File: src/design/sstq_pkg.sv
// Shared operation codes and stream layout constants for the sorted software timer queue.
package sstq_pkg;

	// Operation codes carried on s_tuser
	localparam logic [1:0] OP_TICK    = 2'd0;
	localparam logic [1:0] OP_CREATE  = 2'd1;
	localparam logic [1:0] OP_DESTROY = 2'd2;

	// Field widths of one input item and one result item
	localparam int OP_W      = 2;
	localparam int ID_FIELD_W = 4;
	localparam int TIME_W    = 16;

	// Byte-padded tdata widths
	localparam int IN_TDATA_W  = 40;
	localparam int OUT_TDATA_W = 24;

	// Bit positions inside tdata
	localparam int IN_ID_LO      = 0;
	localparam int IN_TIMEOUT_LO = IN_ID_LO + ID_FIELD_W;
	localparam int IN_RELOAD_LO  = IN_TIMEOUT_LO + TIME_W;
	localparam int IN_USED_W     = IN_RELOAD_LO + TIME_W;
	localparam int OUT_USED_W    = ID_FIELD_W + TIME_W;

endpackage

File: src/design/sorted_software_timer_queue.sv
// Top level of the sorted software timer queue: slot list, sequencer and expiry stream.
//
// A bank of NUM_TIMERS timer slots kept on one list in insertion order. Items arrive on the
// s_ side (tuser selects tick, create or destroy) and the block takes one item at a time:
// s_tready is low until the item is finished. A tick walks the list once, one entry per
// cycle, counting each slot down and compacting the survivors in place, then hands out
// the results of the expired slots on the m_ side (held while m_tready is low). Expired
// slots with a reload are re-appended at the tail in expiry order as their results leave.
// Create or destroy of an armed slot walks the list the same way to unlink it, and create
// then appends the slot at the tail; create of an idle slot appends it directly, and a
// destroy of an idle slot, a bad slot number or a zero timeout finishes at once. No
// clearing pass is needed after reset.
module sorted_software_timer_queue #(
	parameter int NUM_TIMERS = 16,
	parameter int TICK_WIDTH = 16
) (
	input  logic                               clk,
	input  logic                               arst_n,
	input  logic                               s_tvalid,
	output logic                               s_tready,
	// fields from bit 0: timer_id[3:0], timeout[19:4], reload[35:20], zero pad
	input  logic [sstq_pkg::IN_TDATA_W-1:0]    s_tdata,
	// fields from bit 0: operation[1:0]
	input  logic [sstq_pkg::OP_W-1:0]          s_tuser,
	output logic                               m_tvalid,
	input  logic                               m_tready,
	// fields from bit 0: expired_id[3:0], tick_count[19:4], zero pad
	output logic [sstq_pkg::OUT_TDATA_W-1:0]   m_tdata,
	output logic                               m_tlast
);
	import sstq_pkg::*;

	localparam int ID_W  = (NUM_TIMERS > 1) ? $clog2(NUM_TIMERS) : 1;
	localparam int CNT_W = $clog2(NUM_TIMERS + 1);

	typedef enum logic [1:0] {
		ST_IDLE,
		ST_WALK,
		ST_APPEND,
		ST_EMIT
	} state_t;

	// Control state
	state_t                state_q;
	logic                  tick_mode_q;
	logic                  create_q;
	logic [ID_W-1:0]       tgt_q;
	logic [TICK_WIDTH-1:0] timeout_q;
	logic [ID_W-1:0]       r_q;
	logic [CNT_W-1:0]      w_q;
	logic [CNT_W-1:0]      ne_q;
	logic [ID_W-1:0]       k_q;
	logic [CNT_W-1:0]      cnt_q;
	logic [TICK_WIDTH-1:0] tick_q;
	logic [NUM_TIMERS-1:0] armed_q;

	// Slot storage
	logic [ID_W-1:0]       order_q     [NUM_TIMERS];
	logic [ID_W-1:0]       exp_q       [NUM_TIMERS];
	logic [TICK_WIDTH-1:0] remaining_q [NUM_TIMERS];
	logic [TICK_WIDTH-1:0] reload_q    [NUM_TIMERS];

	// Input field decode
	logic [OP_W-1:0]       in_op;
	logic [ID_FIELD_W-1:0] in_id;
	logic [ID_W-1:0]       in_slot;
	logic                  in_ok;
	logic [TICK_WIDTH-1:0] in_timeout;
	logic [TICK_WIDTH-1:0] in_reload;
	logic                  in_acc;

	assign in_op      = s_tuser;
	assign in_id      = s_tdata[IN_ID_LO +: ID_FIELD_W];
	assign in_slot    = ID_W'(in_id);
	assign in_ok      = 32'(in_id) < NUM_TIMERS;
	assign in_timeout = TICK_WIDTH'(s_tdata[IN_TIMEOUT_LO +: TIME_W]);
	assign in_reload  = TICK_WIDTH'(s_tdata[IN_RELOAD_LO +: TIME_W]);
	assign in_acc     = s_tvalid && s_tready;

	// List walk datapath: one entry per cycle
	logic [ID_W-1:0]       walk_slot;
	logic [TICK_WIDTH-1:0] walk_rem;
	logic                  walk_hit;
	logic                  walk_drop;
	logic                  walk_end;
	logic [CNT_W-1:0]      w_next;
	logic [CNT_W-1:0]      ne_next;

	assign walk_slot = order_q[r_q];
	assign walk_rem  = remaining_q[walk_slot];
	assign walk_hit  = walk_rem <= TICK_WIDTH'(1);
	assign walk_drop = tick_mode_q ? walk_hit : (walk_slot == tgt_q);
	assign walk_end  = (CNT_W'(r_q) + CNT_W'(1)) == cnt_q;
	assign w_next    = walk_drop ? w_q : w_q + CNT_W'(1);
	assign ne_next   = (tick_mode_q && walk_drop) ? ne_q + CNT_W'(1) : ne_q;

	// Expiry output
	logic [ID_W-1:0] emit_slot;
	logic            emit_last;
	logic            emit_acc;
	logic            emit_reload;

	assign emit_slot   = exp_q[k_q];
	assign emit_last   = (CNT_W'(k_q) + CNT_W'(1)) == ne_q;
	assign emit_acc    = m_tvalid && m_tready;
	assign emit_reload = reload_q[emit_slot] != '0;

	assign s_tready = (state_q == ST_IDLE);
	assign m_tvalid = (state_q == ST_EMIT);
	assign m_tlast  = emit_last;
	assign m_tdata  = {{(OUT_TDATA_W - OUT_USED_W){1'b0}}, TIME_W'(tick_q),
		ID_FIELD_W'(emit_slot)};

	// Sequencer: hold state, counters and armed flags
	always_ff @(posedge clk or negedge arst_n) begin
		if (!arst_n) begin
			state_q     <= ST_IDLE;
			tick_mode_q <= 1'b0;
			create_q    <= 1'b0;
			tgt_q       <= '0;
			timeout_q   <= '0;
			r_q         <= '0;
			w_q         <= '0;
			ne_q        <= '0;
			k_q         <= '0;
			cnt_q       <= '0;
			tick_q      <= '0;
			armed_q     <= '0;
		end else begin
			unique case (state_q)
				ST_IDLE: begin
					if (in_acc) begin
						r_q  <= '0;
						w_q  <= '0;
						ne_q <= '0;
						k_q  <= '0;
						unique case (in_op)
							OP_TICK: begin
								tick_q      <= tick_q + TICK_WIDTH'(1);
								tick_mode_q <= 1'b1;
								if (cnt_q != '0) begin
									state_q <= ST_WALK;
								end
							end
							OP_CREATE: begin
								if (in_ok && in_timeout != '0) begin
									tgt_q       <= in_slot;
									timeout_q   <= in_timeout;
									create_q    <= 1'b1;
									tick_mode_q <= 1'b0;
									state_q     <= armed_q[in_slot] ? ST_WALK : ST_APPEND;
								end
							end
							OP_DESTROY: begin
								if (in_ok && armed_q[in_slot]) begin
									tgt_q       <= in_slot;
									create_q    <= 1'b0;
									tick_mode_q <= 1'b0;
									state_q     <= ST_WALK;
								end
							end
							default: begin
							end
						endcase
					end
				end
				ST_WALK: begin
					// Unlink the target slot; expired slots stay armed until reported
					if (!tick_mode_q && walk_drop) begin
						armed_q[walk_slot] <= 1'b0;
					end
					r_q  <= r_q + ID_W'(1);
					w_q  <= w_next;
					ne_q <= ne_next;
					if (walk_end) begin
						cnt_q <= w_next;
						if (tick_mode_q) begin
							state_q <= (ne_next != '0) ? ST_EMIT : ST_IDLE;
						end else begin
							state_q <= create_q ? ST_APPEND : ST_IDLE;
						end
					end
				end
				ST_APPEND: begin
					armed_q[tgt_q] <= 1'b1;
					cnt_q          <= cnt_q + CNT_W'(1);
					state_q        <= ST_IDLE;
				end
				ST_EMIT: begin
					// Report one expiry, then re-arm it at the tail or drop it
					if (emit_acc) begin
						if (emit_reload) begin
							cnt_q <= cnt_q + CNT_W'(1);
						end else begin
							armed_q[emit_slot] <= 1'b0;
						end
						k_q <= k_q + ID_W'(1);
						if (emit_last) begin
							state_q <= ST_IDLE;
						end
					end
				end
				default: begin
					state_q <= ST_IDLE;
				end
			endcase
		end
	end

	// Slot storage writes
	always_ff @(posedge clk) begin
		unique case (state_q)
			ST_IDLE: begin
				if (in_acc && in_ok) begin
					if (in_op == OP_CREATE && in_timeout != '0) begin
						reload_q[in_slot] <= in_reload;
					end else if (in_op == OP_DESTROY) begin
						reload_q[in_slot] <= '0;
					end
				end
			end
			ST_WALK: begin
				// Compact survivors toward the head
				if (!walk_drop) begin
					order_q[w_q[ID_W-1:0]] <= walk_slot;
				end
				if (tick_mode_q) begin
					remaining_q[walk_slot] <= walk_hit ? '0 : walk_rem - TICK_WIDTH'(1);
					if (walk_drop) begin
						exp_q[ne_q[ID_W-1:0]] <= walk_slot;
					end
				end
			end
			ST_APPEND: begin
				order_q[cnt_q[ID_W-1:0]] <= tgt_q;
				remaining_q[tgt_q]       <= timeout_q;
			end
			ST_EMIT: begin
				if (emit_acc && emit_reload) begin
					order_q[cnt_q[ID_W-1:0]] <= emit_slot;
					remaining_q[emit_slot]   <= reload_q[emit_slot];
				end
			end
			default: begin
			end
		endcase
	end

	// List length never exceeds the slot count
	a_cnt_range: assert property (@(posedge clk) disable iff (!arst_n)
		32'(cnt_q) <= NUM_TIMERS)
		else $error("list length exceeds slot count");

	// Between items the list length matches the armed flags
	a_cnt_armed: assert property (@(posedge clk) disable iff (!arst_n)
		(state_q == ST_IDLE) |-> ($countones(armed_q) == 32'(cnt_q)))
		else $error("list length and armed flags disagree");

	// No new item is taken while results are pending
	a_no_overlap: assert property (@(posedge clk) disable iff (!arst_n)
		m_tvalid |-> !s_tready)
		else $error("input ready while expiries pending");

	// The final expiry of a tick returns the block to idle
	a_last_idle: assert property (@(posedge clk) disable iff (!arst_n)
		(m_tvalid && m_tready && m_tlast) |=> (s_tready && !m_tvalid))
		else $error("block not idle after final expiry");

	// A walk ends within the list length
	a_walk_bound: assert property (@(posedge clk) disable iff (!arst_n)
		(state_q == ST_WALK) |-> (CNT_W'(r_q) < cnt_q))
		else $error("walk index past list end");

endmodule
File: config.mk
export PLATFORM = sky130hd
export DESIGN_NAME = sorted_software_timer_queue
export DESIGN_NICKNAME = d
export VERILOG_FILES = /design/src/design/sstq_pkg.sv /design/src/design/sorted_software_timer_queue.sv
export SDC_FILE = /design/constraint.sdc
export NUM_CORES = 1
export LEC_CHECK = 0
export ABC_AREA = 0
export BUFFER_PORTS_ARGS = -buffer_cell sky130_fd_sc_hd__clkbuf_2
export CAP_MARGIN = 20
export CELL_PAD_IN_SITES_DETAIL_PLACEMENT = 1
export CELL_PAD_IN_SITES_GLOBAL_PLACEMENT = 2
export CORE_MARGIN = 5
export CORE_UTILIZATION = 45
export DETAILED_ROUTE_END_ITERATION = 16
export PLACE_DENSITY = 0.76
export SLEW_MARGIN = 20
export SYNTH_ARGS = -nofsm -noshare
export SYNTH_HDL_FRONTEND = slang
export SYNTH_SLANG_ARGS = --single-unit
export TNS_END_PERCENT = 50
File: constraint.sdc
create_clock -name clk -period 7.9 [get_ports clk]
set_clock_uncertainty 0.15 [all_clocks]
set_input_delay 1.185 -clock clk [delete_from_list [all_inputs] [get_ports clk]]
set_output_delay 1.185 -clock clk [all_outputs]
set_load 0.05 [all_outputs]
==> metrics.md, run 1 <==
| Metric | Value |
|---|---|
| Antenna violations before repair | `2` |
| Async SR Flop Fraction | `0.110` |
| Root Driver | `clkbuf_16` |
| Post-synth EDFFs | `640` |
| RSZ-0062 raised after global routing | `false` |
| Worst path max stage delay | `0.83 ns` |
| Clock buffer count from CTS | `80` |
| Synth top area cells | `edfxtp_1 (59%), dfrtp_1 (6.1%), nand2_1 (4.5%), mux2i_1 (3.1%), mux4_2 (2.4%)` |
| Die area | `0.0776 mm^2` |
| Crit path buffers/inverters | `5` |
| Synth cell count leaders | `edfxtp_1 (640), nand2_1 (388), mux2i_1 (102)` |
| Initial DRC Count | `1751` |
| Status | `finished, final reports clean` |
| Hold Path Class | `flop to flop` |
| Kind of critical path | `flop to flop` |
| Clock Sinks | `between 700 and 800` |
| Setup TNS | `0 ns` |
| Share of layout cells above drive strength 1 | `0.162` |
| Most common cell in the netlist | `edfxtp_1` |
| H-tree depth | `3` |
| P per Cell Area | `just over 500 mW/mm^2` |
| Worst Path Required | `8.04 ns` |
| Crit start category | `flop` |
| Yosys top cell area share | `0.592` |
| Crit. End Element | `flop` |
| Pleak | `~0.013 uW` |
| Slew headroom | `0.271` |
| Slew Limit Fails | `0` |
| Hold buffer count at cts | `0` |
| Vias per Instance | `6.12` |
| Clock Latency Late Sink | `0.64 ns` |
| Core area | `0.0715 mm^2` |
| Post-Syn Instances | `2446` |
| Die width | `279 um` |
| Site Rows | `98` |
| YS warnings | `0` |
| Worst-margin pin slew | `1.09 ns` |
| Via Count | `around 22000` |
| Largest net degree at the start of global routing | `93` |
| Ys flop type | `edfxtp_1` |
| Register area share after synthesis | `0.653` |
| Die Span Y | `279 um` |
| Power consumption | `18900 uW` |
| Area leader, netlist | `edfxtp_1` |
| Routed Antenna Nets | `0` |
| Final min period | `about 7.3 ns` |
| Avg Cell Area, Syn | `13.3 um^2` |
| GR Overflow Total | `0` |
| Max FO, Critical Path | `39` |
| Setup Fix Bufs, Post-CTS | `0` |
| HPWL after DPL | `59700 um` |
| First drt pass iteration count | `5` |
| Critical Path Slowest Stage Cell | `dfrtp_1` |
| Clock buffer depth | `3` |
| Final hold vios | `0` |
| Clk slew on worst S/H paths | `0.06 ns` |
| Max-cap violations | `0` |
| CTS tree | `done` |
| Initial Utilization | `0.454` |
| Vias in the first global route | `roughly 23000` |
| I/O pins | `73` |
| Synthesis-stage register bit count | `719` |
| First-pass GRT wire length | `145000 um` |
| F_max | `~0.14 GHz` |
| WL final | `96800 um` |
| Crit path max-delay family | `simple AND/OR/NAND/NOR gates` |
| Area growth syn-to-layout | `13.4%` |
| I/O Buffers | `64` |
| Synth unique cells | `88` |
| Final period utilization | `0.919` |
| CP arrival | `7.39 ns` |
| Final number of setup-violating endpoints | `0` |
| Peak supply drop | `0.000406 V` |
| Most used cell, CP | `buf_4` |
| DRC viols | `0` |
| Routability congestion estimate | `0.864` |
| Global-route usage over all layers | `0.245` |
| Post-Synthesis Cell Area | `between 0.03 and 0.04 mm^2` |
| Wire length per cell | `27.4 um` |
| Post-CTS Resized | `0` |
| Worst path cell trace | `buf_4, mux2_1, mux4_2, mux2i_4, clkinv_2, buf_4, nand2_1, a311oi_1, nor4_1, buf_4, nand4_1, nor4_2, a21oi_2, nor3_1, or2_1, nor4b_2, buf_4` |
| Layout Nets | `approximately 2600` |
-- kinds of logic after synthesis --
group | share of synthesized area
flops | 0.653
other cells | 0.000116
mux | 0.0696
xor+xnor | 0.0113
buf+inv | 0.0302
simple gates | 0.142
compound gates | 0.0874
fa+ha+maj | 0.00617
-- power breakdown --
part	switching, uW	internal (uW)
registers	339	6140
logic	5960	2590
clock network	1560	2340
-- stage by stage --
| step | cells | setup slack [ns] | instance area [um^2] | util | hold WS, ns |
|---|---|---|---|---|---|
| 3_3_place_gp | 3381 | 0.903 | 34000 | 0.476 | 0.306 |
| 6_report | 3533 | 0.642 | 36800 | 0.515 | 0.316 |
| 2_1_floorplan | 2449 | 1.36 | 32500 | - | 0.327 |
| 4_1_cts | 3531 | 0.571 | 36800 | 0.515 | 0.323 |
| 3_5_place_dp | 3382 | 0.636 | 34100 | 0.476 | 0.314 |
| 5_1_grt | 3533 | 0.296 | 36800 | 0.515 | 0.362 |
-- registers in the layout (all words and copies together) (netlist names) --
| signal | flops |
|---|---|
| k_q | 4 |
| ne_q | 5 |
| remaining_q | 256 |
| cnt_q | 5 |
| tick_mode_q | 1 |
| timeout_q | 16 |
| tgt_q | 4 |
| create_q | 1 |
| exp_q | 64 |
| armed_q | 16 |
| state_q | 2 |
| order_q | 64 |
| w_q | 5 |
| tick_q | 16 |
| reload_q | 256 |
| r_q | 4 |
-- final cells by class --
class	count	area, um^2
diodes	2	5.00
repair buffers	166	1100
flip-flops and latches	719	21200
well taps	950	1190
clock buffers	102	2160
inverters	34	130
fillers	7046	34700
multi-input cells	1513	10400
clock inverters	47	586
-- metal layers --
layer	GRT usage	wire length [um]	up-vias
met5	0	0	-
met1	0.339	42600	11350
met2	0.407	46800	599
li1	-	-	9521
met4	0.0732	2650	0
met3	0.0335	4760	139
-- placed cells by master, fill, tap and decap left out, types with 25 or more instances in the layout --
cell type / count
edfxtp_1: 640
nand2_1: 388
buf_4: 102
mux2i_1: 101
clkbuf_16: 82
dfrtp_1: 78
a311oi_1: 76
nand3_1: 68
clkbuf_2: 63
nor4_1: 60
a21oi_1: 54
nor2_1: 50
nor3b_1: 45
o21ai_0: 42
and3b_1: 41
a211oi_1: 37
mux2_2: 35
and2_1: 35
a21boi_0: 35
mux4_2: 34
inv_1: 28
xnor2_1: 28
nor3_1: 27
and3_1: 25
-- path summary, 6_finish.rpt --
check | start | to | depth (start not counted) | slack, ns
worst max-delay path | k_q[1]$_DFFE_PN0P_ | remaining_q[5][1]$_DFFE_PP_ | 17 | 0.64
worst min-delay path | tick_q[15]$_DFFE_PN0P_ | tick_q[15]$_DFFE_PN0P_ | 1 | 0.32
worst max register to register | k_q[1]$_DFFE_PN0P_ | remaining_q[5][1]$_DFFE_PP_ | 17 | 0.64
worst min register to register | tick_q[15]$_DFFE_PN0P_ | tick_q[15]$_DFFE_PN0P_ | 1 | 0.32
max in group asynchronous | arst_n | k_q[2]$_DFFE_PN0P_ | 2 | 6.10
min in group asynchronous | arst_n | tick_q[0]$_DFFE_PN0P_ | 1 | 0.36
Note: power is estimated with default switching activity, not from simulation.
==> run 2, diff against run 1 <==
--- a/config.mk
+++ b/config.mk
@@ -10,8 +10,10 @@
 export CAP_MARGIN = 20
 export CELL_PAD_IN_SITES_DETAIL_PLACEMENT = 1
 export CELL_PAD_IN_SITES_GLOBAL_PLACEMENT = 2
+export CORE_ASPECT_RATIO = 0.9
 export CORE_MARGIN = 5
 export CORE_UTILIZATION = 45
+export CTS_CLUSTER_SIZE = 25
 export DETAILED_ROUTE_END_ITERATION = 16
 export PLACE_DENSITY = 0.76
 export SLEW_MARGIN = 20
==> metrics.md, run 2 (same netlist as run 1, synthesis figures left out) <==
| Metric | Value |
|---|---|
| Vias per Instance | `6.10 (-0.19%)` |
| Post-Route M1 WL | `42800 um (+0.38%)` |
| Wire length per cell | `27.3 um (-0.34%)` |
| Die width | `293 um (+5.2%)` |
| Initial Utilization | `0.453 (-0.000484)` |
| First drt pass iteration count | `5 (unchanged)` |
| Via Count | `21506 (-0.48%)` |
| Setup TNS | `0 ns (unchanged)` |
| Placement Cell Area | `0.0340 mm^2 (about the same)` |
| Share of layout cells above drive strength 1 | `0.155 (-0.00709)` |
| Worst Path Required | `8.03 ns (about the same)` |
| Peak supply drop | `0.000394 V (-2.9%)` |
| Final min period | `7.01 ns (-0.244 ns)` |
| Reg-to-reg endpoint | `remaining_q[5][0]$_DFFE_PP_` |
| Kind of critical path | `flop to flop` |
| Initial DRC Count | `1589 (-9.3%)` |
| Commonest non-fill, non-tap cells in the layout | `edfxtp_1 (640), nand2_1 (388), mux2i_1 (102)` |
| Final Core Density | `0.509 (-0.00576)` |
| Worst path max stage delay | `0.85 ns (+0.02 ns)` |
| Die Span Y | `265 um (-4.9%)` |
| Crit path buffers/inverters | `2 (-3)` |
| Site Rows | `93 (-5.1%)` |
| I/O Buffers | `64 (unchanged)` |
| Clock Latency Late Sink | `0.62 ns (-0.02 ns)` |
| Layout Nets | `2571 (-0.19%)` |
| Fillers | `7103 (+0.81%)` |
| Antenna violations before repair | `4 (+2)` |
| Routability congestion estimate | `0.859 (-0.60%)` |
| Root Driver | `clkbuf_16` |
| Met3 wire len | `5090 um (+7.0%)` |
| Routed Antenna Nets | `0 (unchanged)` |
| Final period utilization | `0.888 (-0.0309)` |
| Clock buffer depth | `3 (unchanged)` |
| Status | `finished, final reports clean` |
| P per Cell Area | `507 mW/mm^2 (-1.5%)` |
| Critical Path Slowest Stage Cell | `dfrtp_1` |
| HPWL after DPL | `59300 um (-0.60%)` |
| R2R Path Start | `k_q[0]$_DFFE_PN0P_` |
| I/O pins | `73 (unchanged)` |
| Crit path max-delay family | `simple AND/OR/NAND/NOR gates` |
| WL final | `96200 um (-0.62%)` |
| Reg2Reg Depth | `13 (-4)` |
| RSZ-0062 raised after global routing | `false` |
| Crit start category | `flop` |
| Setup Fix Bufs, Post-CTS | `0 (unchanged)` |
| Flop2flop setup slack | `0.89 ns (+0.24 ns)` |
| Worst path depth | `13 (-4)` |
| Worst Setup EP | `remaining_q[5][0]$_DFFE_PP_` |
| Pleak | `0.0125 uW (-1.4%)` |
| H-tree depth | `3 (unchanged)` |
| Largest net degree at the start of global routing | `121 (+30%)` |
| Final Cell Area | `0.0364 mm^2 (-1.0%)` |
| Area growth syn-to-layout | `12.3%` |
| Worst-margin pin slew | `1.12 ns (+0.0316 ns)` |
| Clock buffer count from CTS | `78 (-2.5%)` |
| F_max | `0.143 GHz (+3.5%)` |
| DRC viols | `0 (unchanged)` |
| Slew Limit Fails | `0 (unchanged)` |
| Post-CTS Resized | `0 (unchanged)` |
| Final hold vios | `0 (unchanged)` |
| Hold slack | `0.314 ns (-0.00213 ns)` |
| Core area | `0.0716 mm^2 (+0.11%)` |
| Worst path cell trace | `buf_4, mux4_2, mux4_2, nand2_1, a311oi_1, nor4_1, nand3_1, nor4_2, a21oi_2, nor3_1, or2_1, nor4b_2, buf_4` |
| Most common cell after layout, fill and taps aside | `edfxtp_1` |
| Max-cap violations | `0 (unchanged)` |
| CTS tree | `done` |
| Final number of setup-violating endpoints | `0 (unchanged)` |
| Clock Sinks | `719 (unchanged)` |
| GR Overflow Total | `0 (unchanged)` |
| CP arrival | `7.14 ns (-0.25 ns)` |
| Die area | `0.0776 mm^2 (about the same)` |
| First-pass GRT wire length | `143000 um (-1.1%)` |
| Metal2 WL | `45400 um (-2.9%)` |
| Global-route usage over all layers | `0.243 (-0.00176)` |
| Max layer used | `met4` |
| Critical path origin | `k_q[0]$_DFFE_PN0P_` |
| Largest regs | `reload_q (256), remaining_q (256)` |
| Vias in the first global route | `22244 (-1.2%)` |
| Crit. End Element | `flop` |
| Hold buffer count at cts | `0 (unchanged)` |
| Hold Path Class | `flop to flop` |
| Clk slew on worst S/H paths | `0.06 ns (about the same)` |
| Max FO, Critical Path | `16 (-59%)` |
| Slew headroom | `0.247 (-0.0235)` |
## run 2: cell types whose count changed in the layout (fill, tap and decap cells not counted), moves of 3 or more
cell       change
buf_4          -5
bufinv_16      -8
clkbuf_1       +3
clkbuf_16      -4
clkinv_1       +6
clkinv_2       -3
## run 2: through the flow
stage	total power, uW	cells	worst slack [ns]
global route	19400	3523	0.536
finish	18500	3523	0.886
floorplan	11900	2449	1.36
global placement	14700	3379	0.865
CTS	18500	3520	0.851
detailed placement	15000	3379	0.850
## run 2: how the worst min path moves through the flow
| stage | startpoint | endpoint | slack, ns | depth (start not counted) |
|---|---|---|---|---|
| after floorplan | armed_q[2]$_DFFE_PN0P_ | armed_q[2]$_DFFE_PN0P_ | 0.33 | 2 |
| after global placement | tick_q[15]$_DFFE_PN0P_ | tick_q[15]$_DFFE_PN0P_ | 0.30 | 1 |
| after detailed placement | tick_q[15]$_DFFE_PN0P_ | tick_q[15]$_DFFE_PN0P_ | 0.31 | 1 |
| after CTS | tick_q[15]$_DFFE_PN0P_ | tick_q[15]$_DFFE_PN0P_ | 0.32 | 1 |
| after global routing | arst_n | r_q[1]$_DFFE_PN0P_ | 0.35 | 1 |
| final | tick_q[15]$_DFFE_PN0P_ | tick_q[15]$_DFFE_PN0P_ | 0.31 | 1 |
## run 2: final cells by class
| cell class | count | area (um^2) | area share |
|---|---|---|---|
| Timing Repair Buffer | 163 | 1090 | 0.0300 |
| Sequential cell | 719 | 21200 | 0.582 |
| Clock buffer | 99 | 2040 | 0.0560 |
| Tap cell | 950 | 1190 | 0.0326 |
| Clock inverter | 42 | 332 | 0.00910 |
| Inverter | 34 | 130 | 0.00357 |
| Multi-Input combinational cell | 1513 | 10400 | 0.287 |
| Antenna cell | 3 | 7.51 | 0.000206 |
## run 2: where the power goes
part | switching (uW) | leakage (uW) | internal (uW)
Clock | 1500 | 0.00115 | 1960
Sequential | 336 | 0.00673 | 6140
Combinational | 6000 | 0.00462 | 2530
Total | 7830 | 0.0125 | 10600
## run 2: routing by layer
layer | vias up | global-route usage
met5 | - | 0
met4 | 0 | 0.0759
met3 | 156 | 0.0405
met2 | 606 | 0.390
met1 | 11249 | 0.343
li1 | 9495 | -
## run 2: worst reg2reg max path: stages, from the launching register on
cell	delay, ns
dfrtp_1	0.85
buf_4	0.33
mux4_2	0.52
mux4_2	0.73
nand2_1	0.71
a311oi_1	0.10
nor4_1	0.76
nand3_1	0.30
nor4_2	0.43
a21oi_2	0.28
nor3_1	0.28
or2_1	0.53
nor4b_2	0.34
buf_4	0.38
